--- config.mk ---
export PLATFORM = sky130hd
export DESIGN_NAME = rwc_div
export DESIGN_NICKNAME = d
export VERILOG_FILES = /design/src/hdl/rwc_pkg.sv /design/src/hdl/rwc_div.sv
export SDC_FILE = /design/constraint.sdc
export NUM_CORES = 1
export LEC_CHECK = 0
export ABC_AREA = 1
export BUFFER_PORTS_ARGS = -buffer_cell sky130_fd_sc_hd__buf_4
export CAP_MARGIN = 10
export CORE_MARGIN = 2
export CORE_UTILIZATION = 40
export DETAILED_ROUTE_END_ITERATION = 8
export GPL_TIMING_DRIVEN = 0
export PLACE_DENSITY = 0.68
export SLEW_MARGIN = 20
export SYNTH_ARGS = -nofsm -noshare
export SYNTH_HDL_FRONTEND = slang
export SYNTH_SLANG_ARGS = --single-unit
--- constraint.sdc ---
create_clock -name clk -period 1.85 [get_ports clk]
set_input_delay 0.37 -clock clk [delete_from_list [all_inputs] [get_ports clk]]
set_output_delay 0.37 -clock clk [all_outputs]
set_load 0.01 [all_outputs]
--- src/hdl/rwc_pkg.sv ---
package rwc_pkg;

  localparam int PIX_W    = 24;
  localparam int CH_W     = 8;
  localparam int NUM_CH   = 3;
  localparam int ACC_W    = 20;
  localparam int DATA_W   = 32;
  localparam int PADDR_W  = 4;

  localparam logic [1:0] REG_KERNEL_TOP    = 2'd0;
  localparam logic [1:0] REG_KERNEL_MIDDLE = 2'd1;
  localparam logic [1:0] REG_KERNEL_BOTTOM = 2'd2;
  localparam logic [1:0] REG_SCALE         = 2'd3;

  localparam logic [PIX_W-1:0] KERNEL_TOP_RESET    = 24'h000000;
  localparam logic [PIX_W-1:0] KERNEL_MIDDLE_RESET = 24'h000100;
  localparam logic [PIX_W-1:0] KERNEL_BOTTOM_RESET = 24'h000000;
  localparam logic [CH_W-1:0]  SCALE_RESET         = 8'h01;

  localparam logic [CH_W-1:0] CHANNEL_MAX = 8'hFF;

  typedef struct packed {
    logic [PIX_W-1:0] kernel_top;
    logic [PIX_W-1:0] kernel_middle;
    logic [PIX_W-1:0] kernel_bottom;
    logic [CH_W-1:0]  scale;
  } cfg_t;

endpackage

--- src/hdl/rwc_div.sv ---
module rwc_div import rwc_pkg::*; (
  input  logic                    clk,
  input  logic                    rst,
  input  logic                    start,
  input  logic signed [ACC_W-1:0] dividend,
  input  logic signed [CH_W-1:0]  divisor,
  output logic                    done,
  output logic                    neg,
  output logic [ACC_W-1:0]        quotient
);

  localparam int CNT_W = $clog2(ACC_W + 1);

  logic [CNT_W-1:0] count;
  logic [CH_W-1:0]  dmag;
  logic [CH_W-1:0]  rem;
  logic [CH_W:0]    rem_sh;
  logic [CH_W-1:0]  div_nz;

  assign div_nz = (divisor == '0) ? CH_W'(1) : divisor;
  assign rem_sh = {rem, quotient[ACC_W-1]};

  always_ff @(posedge clk) begin
    if (rst) begin
      count <= '0;
      done  <= 1'b0;
    end else if (start) begin
      count <= CNT_W'(ACC_W);
      done  <= 1'b0;
    end else if (count != '0) begin
      count <= count - CNT_W'(1);
      done  <= (count == CNT_W'(1));
    end
  end

  always_ff @(posedge clk) begin
    if (start) begin
      neg      <= dividend[ACC_W-1] ^ div_nz[CH_W-1];
      quotient <= dividend[ACC_W-1] ? ACC_W'(-dividend) : ACC_W'(dividend);
      dmag     <= div_nz[CH_W-1] ? CH_W'(-div_nz) : div_nz;
      rem      <= '0;
    end else if (count != '0) begin
      // restoring step: one quotient bit per cycle
      if (rem_sh >= {1'b0, dmag}) begin
        rem      <= CH_W'(rem_sh - {1'b0, dmag});
        quotient <= {quotient[ACC_W-2:0], 1'b1};
      end else begin
        rem      <= rem_sh[CH_W-1:0];
        quotient <= {quotient[ACC_W-2:0], 1'b0};
      end
    end
  end

endmodule

======== Yosys cells after proc, flatten, opt, wreduce, memory -nomap -nowiden ========
Index checks and enable logic that the tools add are counted.
word-level totals
  register bits ........................... 43
  logic and storage cells ................. 28
operators by class
  reduce and logical (&&, ||, !) cells .... 4
  magnitude comparators ................... 1
  $add $sub $neg .......................... 4
  muxes and demuxes ....................... 9
  eq/ne operators ......................... 1
  bitwise operators ....................... 1
operators by type and width
  kind                   count
  $mux W20               3
  $neg A20 Y20           1
  $mux W8                2
  $mux W5                2
  $ge A9 B8 Y1           1
  $logic_not A8 Y1       1
  $neg A8 Y8             1
  $sub A8 B8 Y8          1
  $mux W7                1
  $eq A5 B1 Y1 const B   1
  $reduce_bool A5 Y1     1
  $sub A5 B1 Y5 const B  1
  $reduce_bool A2 Y1     1
  $reduce_or A2 Y1       1
  $mux W1                1
  $xor A1 B1 Y1          1

======== Longest topological paths before layout ========
  depth in word-level cells ............... 4
  gate-level depth with buffers ........... 12
  gate-level depth less buffers ........... 12

======== Worst setup path before layout ========
OpenSTA, ideal clock, no wires.
  kind .................................... register to register
  from .................................... register count[0]
  to ...................................... register quotient[0], enable pin
  stages on the path, launching flop included .. 8
  data required time ...................... 1.475 ns
  slack ................................... 0.131 ns
  setup time .............................. 0.375 ns
  path buffers ............................ 0
  clock period less this slack ............ 1.719 ns
  arrival time ............................ 1.344 ns
  path through ............................ dfxtp_1 inv_1 ha_1 nand2_2 nor2_8 inv_2 nor2_4 inv_1
between the ends
  cells in the longest elaborated chain, start to end .. 2
RTL lines
  element                              line           RTL
  from (decl)                          rwc_div.sv:14  logic [CNT_W-1:0] count;
  from (signal assigned)               rwc_div.sv:28  count <= CNT_W'(ACC_W);
  from (signal assigned)               rwc_div.sv:31  count <= count - CNT_W'(1);
  $reduce_bool A5 Y1                   rwc_div.sv:42  end else if (count != '0) begin
  $reduce_bool A2 Y1 (no source line)  -
  to (signal assigned)                 rwc_div.sv:39  quotient <= dividend[ACC_W-1] ? ACC_W'(-dividend) : ACC_W'(dividend);
  to (signal assigned)                 rwc_div.sv:46  quotient <= {quotient[ACC_W-2:0], 1'b1};
  to (signal assigned)                 rwc_div.sv:49  quotient <= {quotient[ACC_W-2:0], 1'b0};
  to (decl)                            rwc_div.sv:9   output logic [ACC_W-1:0] quotient
Every way passes these cells.
A chain may end at the register's enable or synchronous reset.

======== Worst setup path after layout ========
  from .................................... register quotient[19]
  to ...................................... register quotient[0] (data pin)
between the ends
  cells in the longest elaborated chain, start to end .. 4
RTL lines
  element       line           RTL
  $ge A9 B8 Y1  rwc_div.sv:44  if (rem_sh >= {1'b0, dmag}) begin
  $mux W1       rwc_div.sv:44
  $mux W20      rwc_div.sv:42
  $mux W20      rwc_div.sv:37  if (start) begin
Every way passes these cells. The select of a mux whose other input is x is not followed.

==> out/results.txt <==
metal3 WL: 280 um
worst setup margin: 0.0533 ns
fmax: 557 MHz
vias: 2768
crit path time final: 1.80 ns
pre-CTS setup slack: -0.139 ns
register bit total from synthesis: 43
Syn-to-layout area delta: 23.3%
sum of routed wire segments on met1: 2840 um
crit path capture type: register
Vias/cell: 4.81
Num CTS Buffers: 5
total congestion overflow: 0
Least-Margin Pin Slew: 0.523 ns
switch share: 39.7%
clk root buf: clkbuf_8
Rel. slew slack: 65.1%
htree depth: 2
Post-Syn Area: 3000 um2
Register-to-Register Path Depth: 8
CP endpoint: quotient[0]$_DFFE_PP_
layout cells sized above 1: 21.8%
final core utilization: 51.1%
reg2reg setup slack: 0.05 ns
Post-route DRC: 0
Die X: 90.7 um
MaxCap Viol Count: 0
register area share after synthesis: 38.3%
Worst R2R End: quotient[0]$_DFFE_PP_
Core ar.: 7250 um2
largest net degree at the start of global routing: 13
CP Data Required Time: 1.90 ns
clk sinks: 43
status: complete, no violations
initial core utilization: 41.4%
skew final: 0.00680 ns
Syn Area/Cell: 7.42 um2
Worst path max stage delay: 0.42 ns
antenna diode count: 0
number of global-route vias before repair: 2545
CP cell instances: inv_1 -> ha_1 -> nand3_1 -> nor2_1 -> a21oi_4 -> nand2_8 -> nand2_2 -> o21ai_1
slowest stage cell on the critical path: edfxtp_1
Internal Power: 2.37 mW
critical path startpoint: quotient[19]$_DFFE_PP_
initial DRC count: 129
drt first pass iters: 4
Gate power share: 49.0%
fin nets: 519
DR WL/cell: 11.2 um
final setup violation count: 0
post-detail-place hpwl: 5110 um
DIE AREA: 8220 um2
Min-Delay Path Class: in -> reg
RSZ-0062 raised after global routing: yes
Tot Pwr: 3.94 mW
IO buf count: 51
WP depth: 8
critical path type: reg -> reg
Clock Power Share: 15.0%
initial antenna violation count: 0
launch point of the worst reg-to-reg path: quotient[19]$_DFFE_PP_
gr usage total: 16.3%
Top Layer Used: met4
fin. max-slew vios: 0
# IOs: 53
Crit path buffers/inverters: 1
P_leak: 1.79 nW
final wirelength: 6470 um
clock slew at reported path FFs: 0.08 ns
cell family with most CP delay: flip-flops
first-pass GRT wire length: 11100 um
Clk Latency, worst-skew pair: 0.30 ns
Seq pwr share: 35.9%
WP data arrival: 1.85 ns
Yosys warning total: 0
Yosys cell types: 35
post-route ant nets: 0
final hold vios: 0
largest fanout on the critical path: 9
Peak supply drop: 365 uV
Design Area, Final: 3700 um2
WL met2: 3290 um
Period Utilization, post-route: 97.1%
RePlAce Congestion: 0.877
Row Count: 31
Max clock buf depth: 2
Net Count, Synth: 449
TritonCTS clock tree: done
Worst setup SP type: register
pwr dens: 1060 nW/um2
DP Area: 3510 um2
Gate Count Post-Synth: 405
die boundary height: 90.7 um
NetSw: 1.56 mW
hold_buf cts: 0
## power by group through the flow
stage               sequential [mW]  combinational, mW  clock [mW]
floorplan                      1.43               1.32           0
CTS                            1.41               1.80       0.606
global route                   1.44               2.17       0.653
detailed placement             1.43               1.78           0
global placement               1.43               1.74           0
finish                         1.41               1.93       0.592
## how the worst min path moves through the flow
stage          cells past startpoint  slack [ns]               endpoint               from
2_1_floorplan                      1        0.44  count[2]$_SDFFE_PP0P_                rst
3_5_place_dp                       2        0.47      done$_SDFFE_PP0P_  done$_SDFFE_PP0P_
5_1_grt                            2        0.23  count[4]$_SDFFE_PP0P_                rst
6_report                           2        0.24  count[4]$_SDFFE_PP0P_                rst
3_3_place_gp                       2        0.46      done$_SDFFE_PP0P_  done$_SDFFE_PP0P_
4_1_cts                            2        0.24  count[4]$_SDFFE_PP0P_                rst
## routing by layer
metal  vias up  GRT usage [%]
met5         -              0
met4         0           4.62
met3         6           3.01
met2        61           29.2
met1      1263           19.7
li1       1438              -
## what timing repair did
item	CTS	global route
pin swaps	0	1
setup endpoints to repair	20	22
hold endpoints to repair	0	0
gates cloned	1	0
setup buffers	2	9
gates resized for setup	2	3
## layout by cell type, fill, tap and decap left out, types with 3 or more instances in the layout
cell type	instances
a21oi_1	11
buf_2	3
buf_4	62
clkbuf_1	6
clkbuf_8	5
dfxtp_1	14
edfxtp_1	29
ha_1	10
inv_1	52
nand2_1	121
nand2_2	15
nand3_1	39
nand3b_1	3
nand4_1	5
nor2_1	38
o21ai_0	17
xnor2_1	8
xor2_1	9
## state kept, by name (all words and copies together) (netlist names)
register and flops:
neg 1, quotient 20, rem 8, dmag 8
count 5, done 1
## synth_stat cells, drive strengths merged
| library cell | instances | share of area [%] |
|---|---|---|
| nand2 | 138 | 19 |
| inv | 55 | 6.9 |
| nor2 | 42 | 6.7 |
| nand3 | 40 | 6.8 |
| edfxtp | 29 | 29 |
| o21ai | 19 | 3.2 |
| dfxtp | 14 | 9.3 |
| a21oi | 13 | 2.7 |
| ha | 12 | 5.0 |
| xor2 | 9 | 2.6 |
| xnor2 | 8 | 2.3 |
| nand4 | 6 | 1.5 |
| buf | 5 | 1.0 |
| clkbuf | 4 | 0.50 |
| nand3b | 3 | 0.75 |
| a211oi | 2 | 0.50 |
| nor3 | 2 | 0.71 |
| o31ai | 2 | 0.50 |
| a21o | 1 | 0.25 |
| fa | 1 | 0.67 |
## worst reg2reg max path, delay by kind of cell, from the launching register on
family / cells / cell delay (ns)
flip-flops: 1 / 0.42
buffers and inverters: 1 / 0.11
adder cells (fa/ha/maj): 1 / 0.26
AO/OA/AOI/OAI: 2 / 0.37
AND/OR/NAND/NOR: 4 / 0.39
## layout make-up
cell class / instances / area [um2]
fill: 736 / 3550
multi-input combinational: 298 / 1620
sequential: 43 / 1150
timing repair buffer: 62 / 465
inverter: 55 / 210
tap: 99 / 124
clock buffer: 7 / 76.3
buffer: 9 / 45.0
timing repair inverter: 1 / 7.51
clock inverter: 1 / 5.00
## through the flow
stage | instances | hold slack (ns) | TNS [ns]
CTS | 566 | 0.237 | 0
detailed placement | 555 | 0.472 | -2.77
finish | 575 | 0.242 | 0
global placement | 555 | 0.461 | -2.04
floorplan | 405 | 0.439 | 0
global route | 575 | 0.233 | -0.107
## kinds of logic after synthesis
| group | synth area share, % |
|---|---|
| simple gates | 35.6 |
| xor+xnor | 4.96 |
| compound gates | 7.08 |
| buf+inv | 8.37 |
| fa+ha+maj | 5.66 |
| flops | 38.3 |
(Power assumes the default switching activity.)
