<file path="src/hdl/rwc_pkg.sv">
package rwc_pkg;

  localparam int PIX_W    = 24;
  localparam int CH_W     = 8;
  localparam int NUM_CH   = 3;
  localparam int ACC_W    = 20;
  localparam int DATA_W   = 32;
  localparam int PADDR_W  = 4;

  localparam logic [1:0] REG_KERNEL_TOP    = 2'd0;
  localparam logic [1:0] REG_KERNEL_MIDDLE = 2'd1;
  localparam logic [1:0] REG_KERNEL_BOTTOM = 2'd2;
  localparam logic [1:0] REG_SCALE         = 2'd3;

  localparam logic [PIX_W-1:0] KERNEL_TOP_RESET    = 24'h000000;
  localparam logic [PIX_W-1:0] KERNEL_MIDDLE_RESET = 24'h000100;
  localparam logic [PIX_W-1:0] KERNEL_BOTTOM_RESET = 24'h000000;
  localparam logic [CH_W-1:0]  SCALE_RESET         = 8'h01;

  localparam logic [CH_W-1:0] CHANNEL_MAX = 8'hFF;

  typedef struct packed {
    logic [PIX_W-1:0] kernel_top;
    logic [PIX_W-1:0] kernel_middle;
    logic [PIX_W-1:0] kernel_bottom;
    logic [CH_W-1:0]  scale;
  } cfg_t;

endpackage

</file>
<file path="src/hdl/rwc_regs.sv">
module rwc_regs import rwc_pkg::*; (
  input  logic               clk,
  input  logic               rst,
  input  logic               psel,
  input  logic               penable,
  input  logic               pwrite,
  input  logic [PADDR_W-1:0] paddr,
  input  logic [DATA_W-1:0]  pwdata,
  output logic [DATA_W-1:0]  prdata,
  output logic               pready,
  output cfg_t               cfg
);

  logic [1:0] index;

  assign pready = 1'b1;
  assign index  = paddr[3:2];

  always_ff @(posedge clk) begin
    if (rst) begin
      cfg.kernel_top    <= KERNEL_TOP_RESET;
      cfg.kernel_middle <= KERNEL_MIDDLE_RESET;
      cfg.kernel_bottom <= KERNEL_BOTTOM_RESET;
      cfg.scale         <= SCALE_RESET;
    end else if (psel && penable && pwrite) begin
      case (index)
        REG_KERNEL_TOP:    cfg.kernel_top    <= pwdata[PIX_W-1:0];
        REG_KERNEL_MIDDLE: cfg.kernel_middle <= pwdata[PIX_W-1:0];
        REG_KERNEL_BOTTOM: cfg.kernel_bottom <= pwdata[PIX_W-1:0];
        REG_SCALE:         cfg.scale         <= pwdata[CH_W-1:0];
        default: ;
      endcase
    end
  end

  always_comb begin
    case (index)
      REG_KERNEL_TOP:    prdata = DATA_W'(cfg.kernel_top);
      REG_KERNEL_MIDDLE: prdata = DATA_W'(cfg.kernel_middle);
      REG_KERNEL_BOTTOM: prdata = DATA_W'(cfg.kernel_bottom);
      REG_SCALE:         prdata = DATA_W'(cfg.scale);
      default:           prdata = '0;
    endcase
  end

endmodule

</file>
<file path="config.mk">
export PLATFORM = sky130hd
export DESIGN_NAME = rwc_regs
export DESIGN_NICKNAME = d
export VERILOG_FILES = /design/src/hdl/rwc_pkg.sv /design/src/hdl/rwc_regs.sv
export SDC_FILE = /design/constraint.sdc
export NUM_CORES = 1
export LEC_CHECK = 0
export ABC_AREA = 1
export BUFFER_PORTS_ARGS = -buffer_cell sky130_fd_sc_hd__clkbuf_2
export CORE_MARGIN = 2
export CORE_UTILIZATION = 45
export CTS_CLUSTER_DIAMETER = 50
export CTS_CLUSTER_SIZE = 24
export DETAILED_ROUTE_END_ITERATION = 6
export PLACE_DENSITY = 0.75
export SETUP_SLACK_MARGIN = 0.15
export SYNTH_ARGS = -nofsm -noshare
export SYNTH_HDL_FRONTEND = slang
export SYNTH_SLANG_ARGS = --single-unit
</file>
<file path="constraint.sdc">
create_clock -name clk -period 1.2 [get_ports clk]
set_input_delay 0.18 -clock clk [delete_from_list [all_inputs] [get_ports clk]]
set_output_delay 0.18 -clock clk [all_outputs]
set_load 0.005 [all_outputs]
</file>
Word-level counts from Yosys, hierarchy flattened

Cells that the tools add are included.

Output and inout bits: 113
Flip-flop bits (word level): 80
Input port bits: 41

Muxes and demuxes: 1
Reduce and logical (&&, ||, !) cells: 7
Equal/unequal tests: 3

Operator list:

| kind                                                 | count |
|---|---|
| one-hot mux 32 bit (4 select lines)                  | 1 |
| AND reduction 2 bit                                  | 4 |
| equality test 2 bit (second input constant)          | 2 |
| equality test 2 x 1 -> 1 bit (second input constant) | 1 |
| logical AND 1 bit                                    | 2 |
| logical NOT 2 bit                                    | 1 |

Longest topological paths before layout

Gate-level depths: netlist of the first run.

Depth after elaboration: 3
Mapped depth: 7
Depth with buffers taken out: 5

Worst setup path after synthesis of the first run

Ideal clock, no wire load.

Path type: input-to-output
Start point: in paddr[3]
End point: out prdata[1]
Stages on the path: 5
Slack: 178 ps
Data required time: 1020 ps
Buffers on the path: 2
Arrival: 842 ps
Path through: nor2_1 > buf_2 > buf_2 > nand2_1 > nand4_1

Cells in the longest elaborated chain, start to end: 2
Elaborated cells on any way between the ends: 5

RTL lines:

| element                                           | RTL line       | RTL |
|---|---|---|
| start: declaration                                | rwc_regs.sv:7  | `input logic [PADDR_W-1:0] paddr,` |
| equality test 2 bit, or another cell as far along | rwc_regs.sv:37 | `case (index)` |
| one-hot mux 32 bit (4 select lines) (*)           | rwc_regs.sv:37 |  |
| end: declaration                                  | rwc_regs.sv:9  | `output logic [DATA_W-1:0] prdata,` |

Mark *: on every way between the ends. The rest lies on a longest branch, timed or not. The select of a mux whose other input is x is not followed.

Worst setup path after layout of the first run

Start point: in paddr[3]
End point: out prdata[23]

Same word-level chain as after synthesis.

==> results of run 1 <==
==> placed cells by master (no fill, tap or decap), types with 5 or more instances in the layout <==
cell	netlist	routed
buf_12	0	11
buf_2	12	12
buf_4	23	30
buf_6	2	15
clkbuf_16	0	5
clkbuf_2	0	114
clkbuf_8	0	9
conb_1	2	9
dfxtp_1	80	9
dfxtp_2	0	64
dfxtp_4	0	7
inv_1	24	24
nand2_1	165	128
nand2_2	0	28
nand2_4	0	9
nand3_1	96	82
nand3_2	0	14
nand4_1	8	8
nor2_1	158	156
nor2_4	3	7
==> routing by layer <==
layer	up-vias	track usage, %	routed length, um
met2	187	44.5	6390
met1	2054	29.5	5010
met5	-	0	0
met3	12	4.70	803
met4	0	9.39	138
li1	2157	-	-
==> through the flow <==
step | hold slack, ps | setup WS (ps) | instances | utilization [%]
after floorplan | 306 | 178 | 601 | -
after global placement | 410 | -45.6 | 823 | 57.3
after detailed placement | 434 | -66.7 | 823 | 57.3
after CTS | 70.3 | 17.7 | 858 | 65.5
after global routing | 92.2 | -60.3 | 867 | 69.8
final | 89.7 | -17.5 | 867 | 69.8
==> final timing paths <==
path | endpoint | startpoint | cells past startpoint
setup / recovery | prdata[23] | paddr[3] | 7
hold / removal | cfg[40] | pwdata[8] | 3
setup reg to reg | cfg[0] | cfg[0] | 3
hold reg to reg | cfg[72] | cfg[72] | 2
==> kinds of logic (layout without fill, tap and decap cells) <==
logic type	Yosys count	after routing	share of synthesized area [%]
flip-flops	80	80	41.8
AO/OA/AOI/OAI	2	2	0.261
other	2	9	0.196
buffers and inverters	76	237	10.5
AND/OR/NAND/NOR	434	434	47.3
==> where the power goes <==
group | leakage, nW | internal (W) | switching [W]
logic | 2.16 | 0.000413 | 0.000478
registers | 0.682 | 0.00271 | 0.0000556
clock network | 0.116 | 0.00138 | 0.000980
==> area by class of cell <==
cell class | instances | area, um2
tap | 105 | 131
timing repair buffer | 192 | 1480
fill | 704 | 2490
clock buffer | 10 | 128
clock inverter | 6 | 108
multi-input combinational | 445 | 2090
sequential | 80 | 1710
inverter | 29 | 124
==> timing repair <==
action	CTS	global route
cloned	4	3
setup endpoints to repair	31	66
resized for setup	83	103
pin swaps	10	12
setup buffers	15	6
==> critical path, stage by stage <==
cell       delay, ps
clkbuf_16        140
nor2_4           170
buf_12           160
buf_12           140
nand2_2           60
nand3_2           70
clkbuf_2         110
==> reports/metrics.csv, run 1 <==
metric;value;unit
status;finished with violations;
violations;setup timing;
power;0.00601;W
htreeDepth;3;
drt-pass1-iter-count;6;
fmax;821;MHz
cts_buffers;9;
root_buffer;clkbuf_8;
vias;4410;
post-route-period-util;101;%
fin_skew;0;ps
dp_hpwl;7440;um
netlist.top_cell.by_area;dfxtp_1;
place_area;4730;um2
critical_path_class;in2out;
overflow;0;
route.final.wire_length;12300;um
start_kind;primary input;
clkTransAtPathRegs;80;ps
die-area;9270;um2
clock_sinks;80;
synth_area_leaders;dfxtp_1 42%, nand2_1 16%, nor2_1 15%;
worstHoldPathType;in2reg;
nets;798;
track_usage;24.9;%
ys.flop_type;dfxtp_1;
rsz0062_at_grt;true;
seq_area_frac_synth;41.8;%
clk_path_buf_depth;2;
post_synth.cell_area_avg;6.45;um2
row_count;33;
synth_cell_types;17;
synth_edf_count;0;
finalWorstSetupSlack;-17.5;ps
yosysMostFrequentCell;nand2_1;
port_buffers;134;
io_pins;154;
yosysWarningCount;0;
ff2ff_setup_slack;470;ps
dieHeight;96.3;um
diodes;0;
core;8260;um2
antenna_found_initial;0;
setup_violations;10;
power.leakage;2.96;nW
synthArstFlopShare;0;%
drt_iter0_drc;187;
synth-seq-cells;80;
final_layout_size_suffix_gt1_share;45.0;%
grt_max_degree;69;
synthTopCellsByCount;165 x nand2_1, 158 x nor2_1, 96 x nand3_1;
p_per_area;1040;nW/um2
largest_register;cfg;
hold_buffers;0;
largest_reg_flops;80;
cp-end-kind;primary output;
cap_violations;0;
setup_tns;-82.5;ps
start_util;46.4;%
arrival;1040;ps
clk_latency;330;ps
vias_per_cell;5.09;
routedWlPerCell;14.2;um
drcViolationCount;0;
die_x;96.3;um
synth_area;3830;um2
slew_violations;0;
antenna_left;0;
synth_top_area_share;41.8;%
syn2layout_area_growth;50.4;%
netlist_instances;594;
grt_pass1_vias;3874;
top_regs;cfg: 80 flops;
grt_pass1_wl;17900;um
design_area;5770;um2
crit_path_max_fanout;6;
cts_tree;done;
required;1020;ps
vdd_drop_max;0.659;mV
place_congestion;0.769;
min_period;1220;ps
hold_violations;0;
No activity file was read; power rests on OpenSTA's default activity.
==> run 2: changes to the inputs <==
--- a/config.mk
+++ b/config.mk
@@ -5,7 +5,6 @@
 export SDC_FILE = /design/constraint.sdc
 export NUM_CORES = 1
 export LEC_CHECK = 0
-export ABC_AREA = 1
 export BUFFER_PORTS_ARGS = -buffer_cell sky130_fd_sc_hd__clkbuf_2
 export CORE_MARGIN = 2
 export CORE_UTILIZATION = 45
==> run 2 against run 1 <==
  * The run still ends with setup timing left
  * Maximum frequency down 17%
  * Clock skew unchanged
  * Synthesized cell count down 38%
  * Clock-buffer cell count up 2
  * Register-to-register slack worse by 270 ps
  * Final cell count down 21%
  * Sequential share of layout area down 1.6 points
  * Global-route usage down 1.7 points
  * Core utilization up 3.5 points
  * Wire length down 8.7%
  * Sequential power down 1%
  * Setup slack worse by 260 ps
  * Critical path type is now reg2out
==> reports/metrics.csv, run 2 <==
metric;value;unit;change
grt_pass1_wl;16200;um;was 17900 um
holdPathStages;3;;unchanged
ff2ff_setup_slack;200;ps;was 470 ps
slew_violations;0;;unchanged
drcViolationCount;0;;unchanged
netlist.top_cell.by_area;dfxtp_1;;unchanged
vdd_drop_max;0.521;mV;was 0.659 mV
synth_top_area_share;41.7;%;was 41.8%
seq_area_frac_synth;41.7;%;was 41.8%
arrival;1290;ps;was 1040 ps
largest_register;cfg;;unchanged
synth-seq-cells;80;;unchanged
rsz0062_at_grt;true;;unchanged
die-area;9290;um2;was 9270 um2
reg2regPathDepth;6;;was 3
fmax;678;MHz;was 821 MHz
worstReg2RegStart;cfg[39];;was cfg[0]
drt_iter0_drc;75;;was 187
r2r-end;cfg[39];;was cfg[0]
synthArstFlopShare;0;%;unchanged
port_buffers;134;;unchanged
diodes;0;;unchanged
cap_violations;0;;unchanged
antenna_left;0;;unchanged
synth_area_leaders;dfxtp_1 42%, mux2i_1 25%, nand2b_1 17%;;was dfxtp_1 42%, nand2_1 16%, nor2_1 15%
final_layout_size_suffix_gt1_share;56.4;%;was 45.0%
cts_buffers;9;;unchanged
grt_pass1_vias;3275;;was 3874
route.final.wire_length;11300;um;was 12300 um
required;1020;ps;about the same
critical_path_class;reg2out;;was in2out
antenna_found_initial;0;;unchanged
min_period;1470;ps;was 1220 ps
dieHeight;96.4;um;was 96.3 um
htreeDepth;3;;unchanged
dp_hpwl;6800;um;was 7440 um
pwr-share-clk;34.6;%;was 39.2%
vias_per_cell;5.01;;was 5.09
worstHoldPathType;in2reg;;unchanged
post_synth.cell_area_avg;10.5;um2;was 6.45 um2
fin_skew;0;ps;unchanged
track_usage;23.3;%;was 24.9%
nFillCells;590;;was 704
power;0.00510;W;was 0.00601 W
crit_path_max_fanout;2;;was 6
hold_end;cfg[16];;was cfg[40]
clk_path_buf_depth;2;;unchanged
power.leakage;3.00;nW;was 2.96 nW
place_congestion;0.734;;was 0.769
hold_ws;110;ps;was 89.7 ps
synthTopCellsByCount;102 x nand2b_1, 96 x mux2i_1, 80 x dfxtp_1;;was 165 x nand2_1, 158 x nor2_1, 96 x nand3_1
comb_power_share;12.1;%;was 14.8%
cts_tree;done;;unchanged
seqPwrFrac;53.3;%;was 46.0%
grt_max_degree;59;;was 69
setup_violations;20;;was 10
nets;617;;was 798
core;8260;um2;unchanged
row_count;33;;unchanged
clk_latency;360;ps;was 330 ps
hold_buffers;0;;unchanged
clock_sinks;80;;unchanged
ys.flop_type;dfxtp_1;;unchanged
yosysWarningCount;0;;unchanged
mostFrequentLayoutCells;103 x buf_6, 102 x nand2b_1, 95 x mux2i_1;;was 156 x nor2_1, 128 x nand2_1, 114 x clkbuf_2
syn2layout_area_growth;57.5;%;was 50.4%
clkTransAtPathRegs;80;ps;about the same
finalWorstSetupSlack;-274;ps;was -17.5 ps
post-route-period-util;123;%;was 101%
p_sw;0.00124;W;was 0.00151 W
routedWlPerCell;16.5;um;was 14.2 um
status;finished with violations;;unchanged
overflow;0;;unchanged
hp-start;pwdata[8];;unchanged
p_per_area;842;nW/um2;was 1040 nW/um2
p_int;0.00386;W;was 0.00450 W
synth_cell_types;21;;was 17
die_x;96.4;um;was 96.3 um
synth_edf_count;0;;unchanged
io_pins;154;;unchanged
start_kind;register;;was primary input
top_regs;cfg: 80 flops;;unchanged
vias;3424;;was 4410
synth_area;3840;um2;was 3830 um2
setup_tns;-2440;ps;was -82.5 ps
violations;setup timing;;unchanged
yosysMostFrequentCell;nand2b_1;;was nand2_1
netlist_instances;367;;was 594
cp-end-kind;primary output;;unchanged
power_switching_share;24.3;%;was 25.2%
final_common_cell;buf_6;;was nor2_1
drt-pass1-iter-count;4;;was 6
hold_violations;0;;unchanged
start_util;46.5;%;was 46.4%
root_buffer;clkbuf_8;;unchanged
largest_reg_flops;80;;unchanged
==> run 2: cell types whose count changed in the layout (fill, tap and decap cells not counted), sizes merged, moves of 14 or more <==
cell and change:
nand2b +102, buf +75, nand2 -148, nand3 -95, o21ai +14, clkbuf -39, inv -29, mux2i +96
nor2 -160
==> run 2: through the flow <==
| step | instance area (um2) | setup slack (ps) | utilization [%] | instances |
|---|---|---|---|---|
| after global routing | 6050 | -292 | 73.3 | 683 |
| final | 6050 | -274 | 73.3 | 683 |
| after global placement | 4730 | -115 | 57.3 | 601 |
| after detailed placement | 4730 | -123 | 57.3 | 601 |
| after floorplan | 3900 | 93.0 | - | 374 |
| after CTS | 5500 | -269 | 66.6 | 664 |
==> run 2: cells by family after synthesis <==
kind of cell | after synthesis | share of synthesized area [%]
muxes | 104 | 29.7
AOI/OAI and AO/OA | 16 | 2.08
other | 2 | 0.195
and+or+nand+nor | 131 | 20.5
buffers and inverters | 34 | 5.83
DFF | 80 | 41.7
==> run 2: cell type report <==
type	count	area, um2	area share (%)
multi-input cells	260	2060	34.0
clock buffers	12	155	2.56
clock inverters	1	5.00	0.0827
well taps	105	131	2.17
flip-flops and latches	80	1690	28.0
repair buffers	225	2010	33.2
==> run 2: timing repair <==
action                                  4_1_cts  5_1_grt
cloned                                        1        0
setup buffers                                49       19
endpoints found under the setup margin       36       89
gates resized for setup                      99      103
pin swaps                                     2        4
==> run 2: critical path: stages, from the launching register on <==
cell,delay [ps]
dfxtp_2,330
mux4_2,470
clkbuf_2,130
==> run 2: power by group through the flow <==
stage          registers [W]  logic, W  clock network [W]
3_5_place_dp         0.00278  0.000498                  0
6_report             0.00272  0.000615            0.00176
2_1_floorplan        0.00277  0.000319                  0
5_1_grt              0.00272  0.000661            0.00191
3_3_place_gp         0.00278  0.000489                  0
4_1_cts              0.00271  0.000565            0.00178
==> run 2: worst max path at each step <==
stage,startpoint,to,slack (ps),cells past startpoint
global placement,paddr[2],prdata[7],-110,4
detailed placement,paddr[2],prdata[7],-120,4
CTS,cfg[39],prdata[7],-270,2
finish,cfg[63],prdata[7],-270,2
floorplan,paddr[2],prdata[3],90,3
global route,cfg[63],prdata[7],-290,2
==> run 2: metal layers <==
layer	share of wire [%]	wire, um	GRT usage, %	vias up
li1	-	-	-	1645
met1	42	4700	28.0	1662
met2	52	5840	40.1	98
met3	4.4	492	5.12	19
met4	2.1	238	9.74	0
met5	0	0	0	-
==> run 3: changes to the inputs <==
--- a/config.mk
+++ b/config.mk
@@ -5,7 +5,7 @@
 export SDC_FILE = /design/constraint.sdc
 export NUM_CORES = 1
 export LEC_CHECK = 0
-export BUFFER_PORTS_ARGS = -buffer_cell sky130_fd_sc_hd__clkbuf_2
+export BUFFER_PORTS_ARGS = -buffer_cell sky130_fd_sc_hd__buf_2
 export CORE_MARGIN = 2
 export CORE_UTILIZATION = 45
 export CTS_CLUSTER_DIAMETER = 50
==> run 3 against run 2 <==
  * Sequential cell count unchanged
  * Clock-buffer cell count up 1
  * Non-clock buffer count down 6
  * The run still ends with setup timing left
==> reports/metrics.csv, run 3 (synthesis gave the netlist of run 2 again) <==
metric;value;unit;change
cap_violations;0;;unchanged
vdd_drop_max;0.554;mV;was 0.521 mV
power;0.00536;W;was 0.00510 W
startpoint;cfg[5];;was cfg[63]
vias_per_cell;5.08;;was 5.01
htreeDepth;3;;unchanged
final_util;72.3;%;was 73.3%
diodes;0;;unchanged
root_buffer;clkbuf_8;;unchanged
io_pins;154;;unchanged
overflow;0;;unchanged
largest_reg_flops;80;;unchanged
drt-pass1-iter-count;4;;unchanged
fin_skew;0;ps;unchanged
antenna_found_initial;0;;unchanged
post-route-period-util;123;%;about the same
fmax;675;MHz;was 678 MHz
mostFrequentLayoutCells;102 x nand2b_1, 94 x mux2i_1, 94 x buf_6;;was 103 x buf_6, 102 x nand2b_1, 95 x mux2i_1
die_x;96.4;um;unchanged
critical_path_class;reg2out;;unchanged
slew_violations;0;;unchanged
dp_hpwl;6900;um;was 6800 um
power.leakage;3.00;nW;about the same
min_period;1480;ps;was 1470 ps
grt_pass1_vias;3350;;was 3275
core;8260;um2;unchanged
clk_path_buf_depth;2;;unchanged
clk_latency;340;ps;was 360 ps
grt_max_degree;59;;unchanged
dieHeight;96.4;um;unchanged
row_count;33;;unchanged
setup_tns;-2170;ps;was -2440 ps
vias;3453;;was 3424
hold_buffers;0;;unchanged
route.met2.wl;5730;um;was 5840 um
nets;611;;was 617
worstReg2RegStart;cfg[7];;was cfg[39]
track_usage;23.1;%;was 23.3%
finalWorstSetupSlack;-281;ps;was -274 ps
final_common_cell;nand2b_1;;was buf_6
cts_tree;done;;unchanged
clkTransAtPathRegs;80;ps;about the same
stdcell_count;680;;was 683
required;1020;ps;about the same
start_kind;register;;unchanged
status;finished with violations;;unchanged
multiInputGateArea;2060;um2;about the same
route.final.wire_length;11100;um;was 11300 um
setup_violations;13;;was 20
nFillCells;623;;was 590
violations;setup timing;;unchanged
regArea;1690;um2;about the same
post-place-ws;-169;ps;was -123 ps
clock_sinks;80;;unchanged
syn2layout_area_growth;55.5;%;was 57.5%
rsz0062_at_grt;true;;unchanged
drcViolationCount;0;;unchanged
worstHoldPathType;in2reg;;unchanged
largest_register;cfg;;unchanged
hold_violations;0;;unchanged
drt_iter0_drc;108;;was 75
die-area;9290;um2;unchanged
placed_cells;604;;was 601
grt_pass1_wl;16400;um;was 16200 um
cp-end-kind;primary output;;unchanged
top_regs;cfg: 80 flops;;unchanged
antenna_left;0;;unchanged
place_congestion;0.781;;was 0.734
p_per_area;898;nW/um2;was 842 nW/um2
final_layout_size_suffix_gt1_share;55.1;%;was 56.4%
top_layer;met4;;unchanged
port_buffers;134;;unchanged
wl_met3;494;um;was 492 um
routedWlPerCell;16.4;um;was 16.5 um
crit_path_max_fanout;2;;unchanged
cts_buffers;9;;unchanged
start_util;46.5;%;unchanged
hp-start;pwdata[11];;was pwdata[8]
wl_met1;4720;um;was 4700 um
arrival;1300;ps;was 1290 ps
run 3: changes by cell type in the layout (fill, tap and decap cells not counted), moves of 5 or more:
cell,previous run,this run
buf_2,9,87
clkbuf_2,77,0
buf_6,103,94
dfxtp_1,6,12
dfxtp_2,74,68
buf_4,24,29
run 3: where the power goes:
group	internal, W	total [W]	switching, W	leakage [nW]
logic	0.000330	0.000603	0.000273	2.22
registers	0.00269	0.00272	0.0000261	0.678
clock network	0.00107	0.00204	0.000969	0.103
total	0.00409	0.00536	0.00127	3.00
run 3: path summary, 6_finish.rpt:
path	slack [ps]	end	cells past startpoint
worst max register to register	260	cfg[7]	5
worst min register to register	490	cfg[65]	2
worst min-delay path	140	cfg[19]	3
worst max-delay path	-280	prdata[5]	2
run 3: layout make-up:
cell class | count | share of cell area (%)
clock inverters | 3 | 0.670
well taps | 105 | 2.20
clock buffers | 13 | 2.66
repair buffers | 219 | 31.7
multi-input cells | 260 | 34.6
flip-flops and latches | 80 | 28.2
run 3: per-layer routing:
layer | up-vias | track usage (%)
met1 | 1698 | 29.7
li1 | 1633 | -
met3 | 14 | 3.49
met4 | 0 | 9.15
met2 | 108 | 39.1
met5 | - | 0
run 3: worst max-delay path, stage by stage, from the launching register on:
cell and delay (ps):
dfxtp_2 340, mux4_2 470, buf_2 140
run 3: repair_timing:
item	CTS	global route
resized for setup	135	38
pin swaps	3	6
cloned	0	0
setup buffers	43	17
setup endpoints to repair	30	81
run 3: per-stage QoR:
step / cell area [um2] / hold WS (ps)
2_1_floorplan: 3900 / 341
3_3_place_gp: 4760 / 462
3_5_place_dp: 4760 / 476
4_1_cts: 5740 / 119
5_1_grt: 5970 / 143
6_report: 5970 / 139
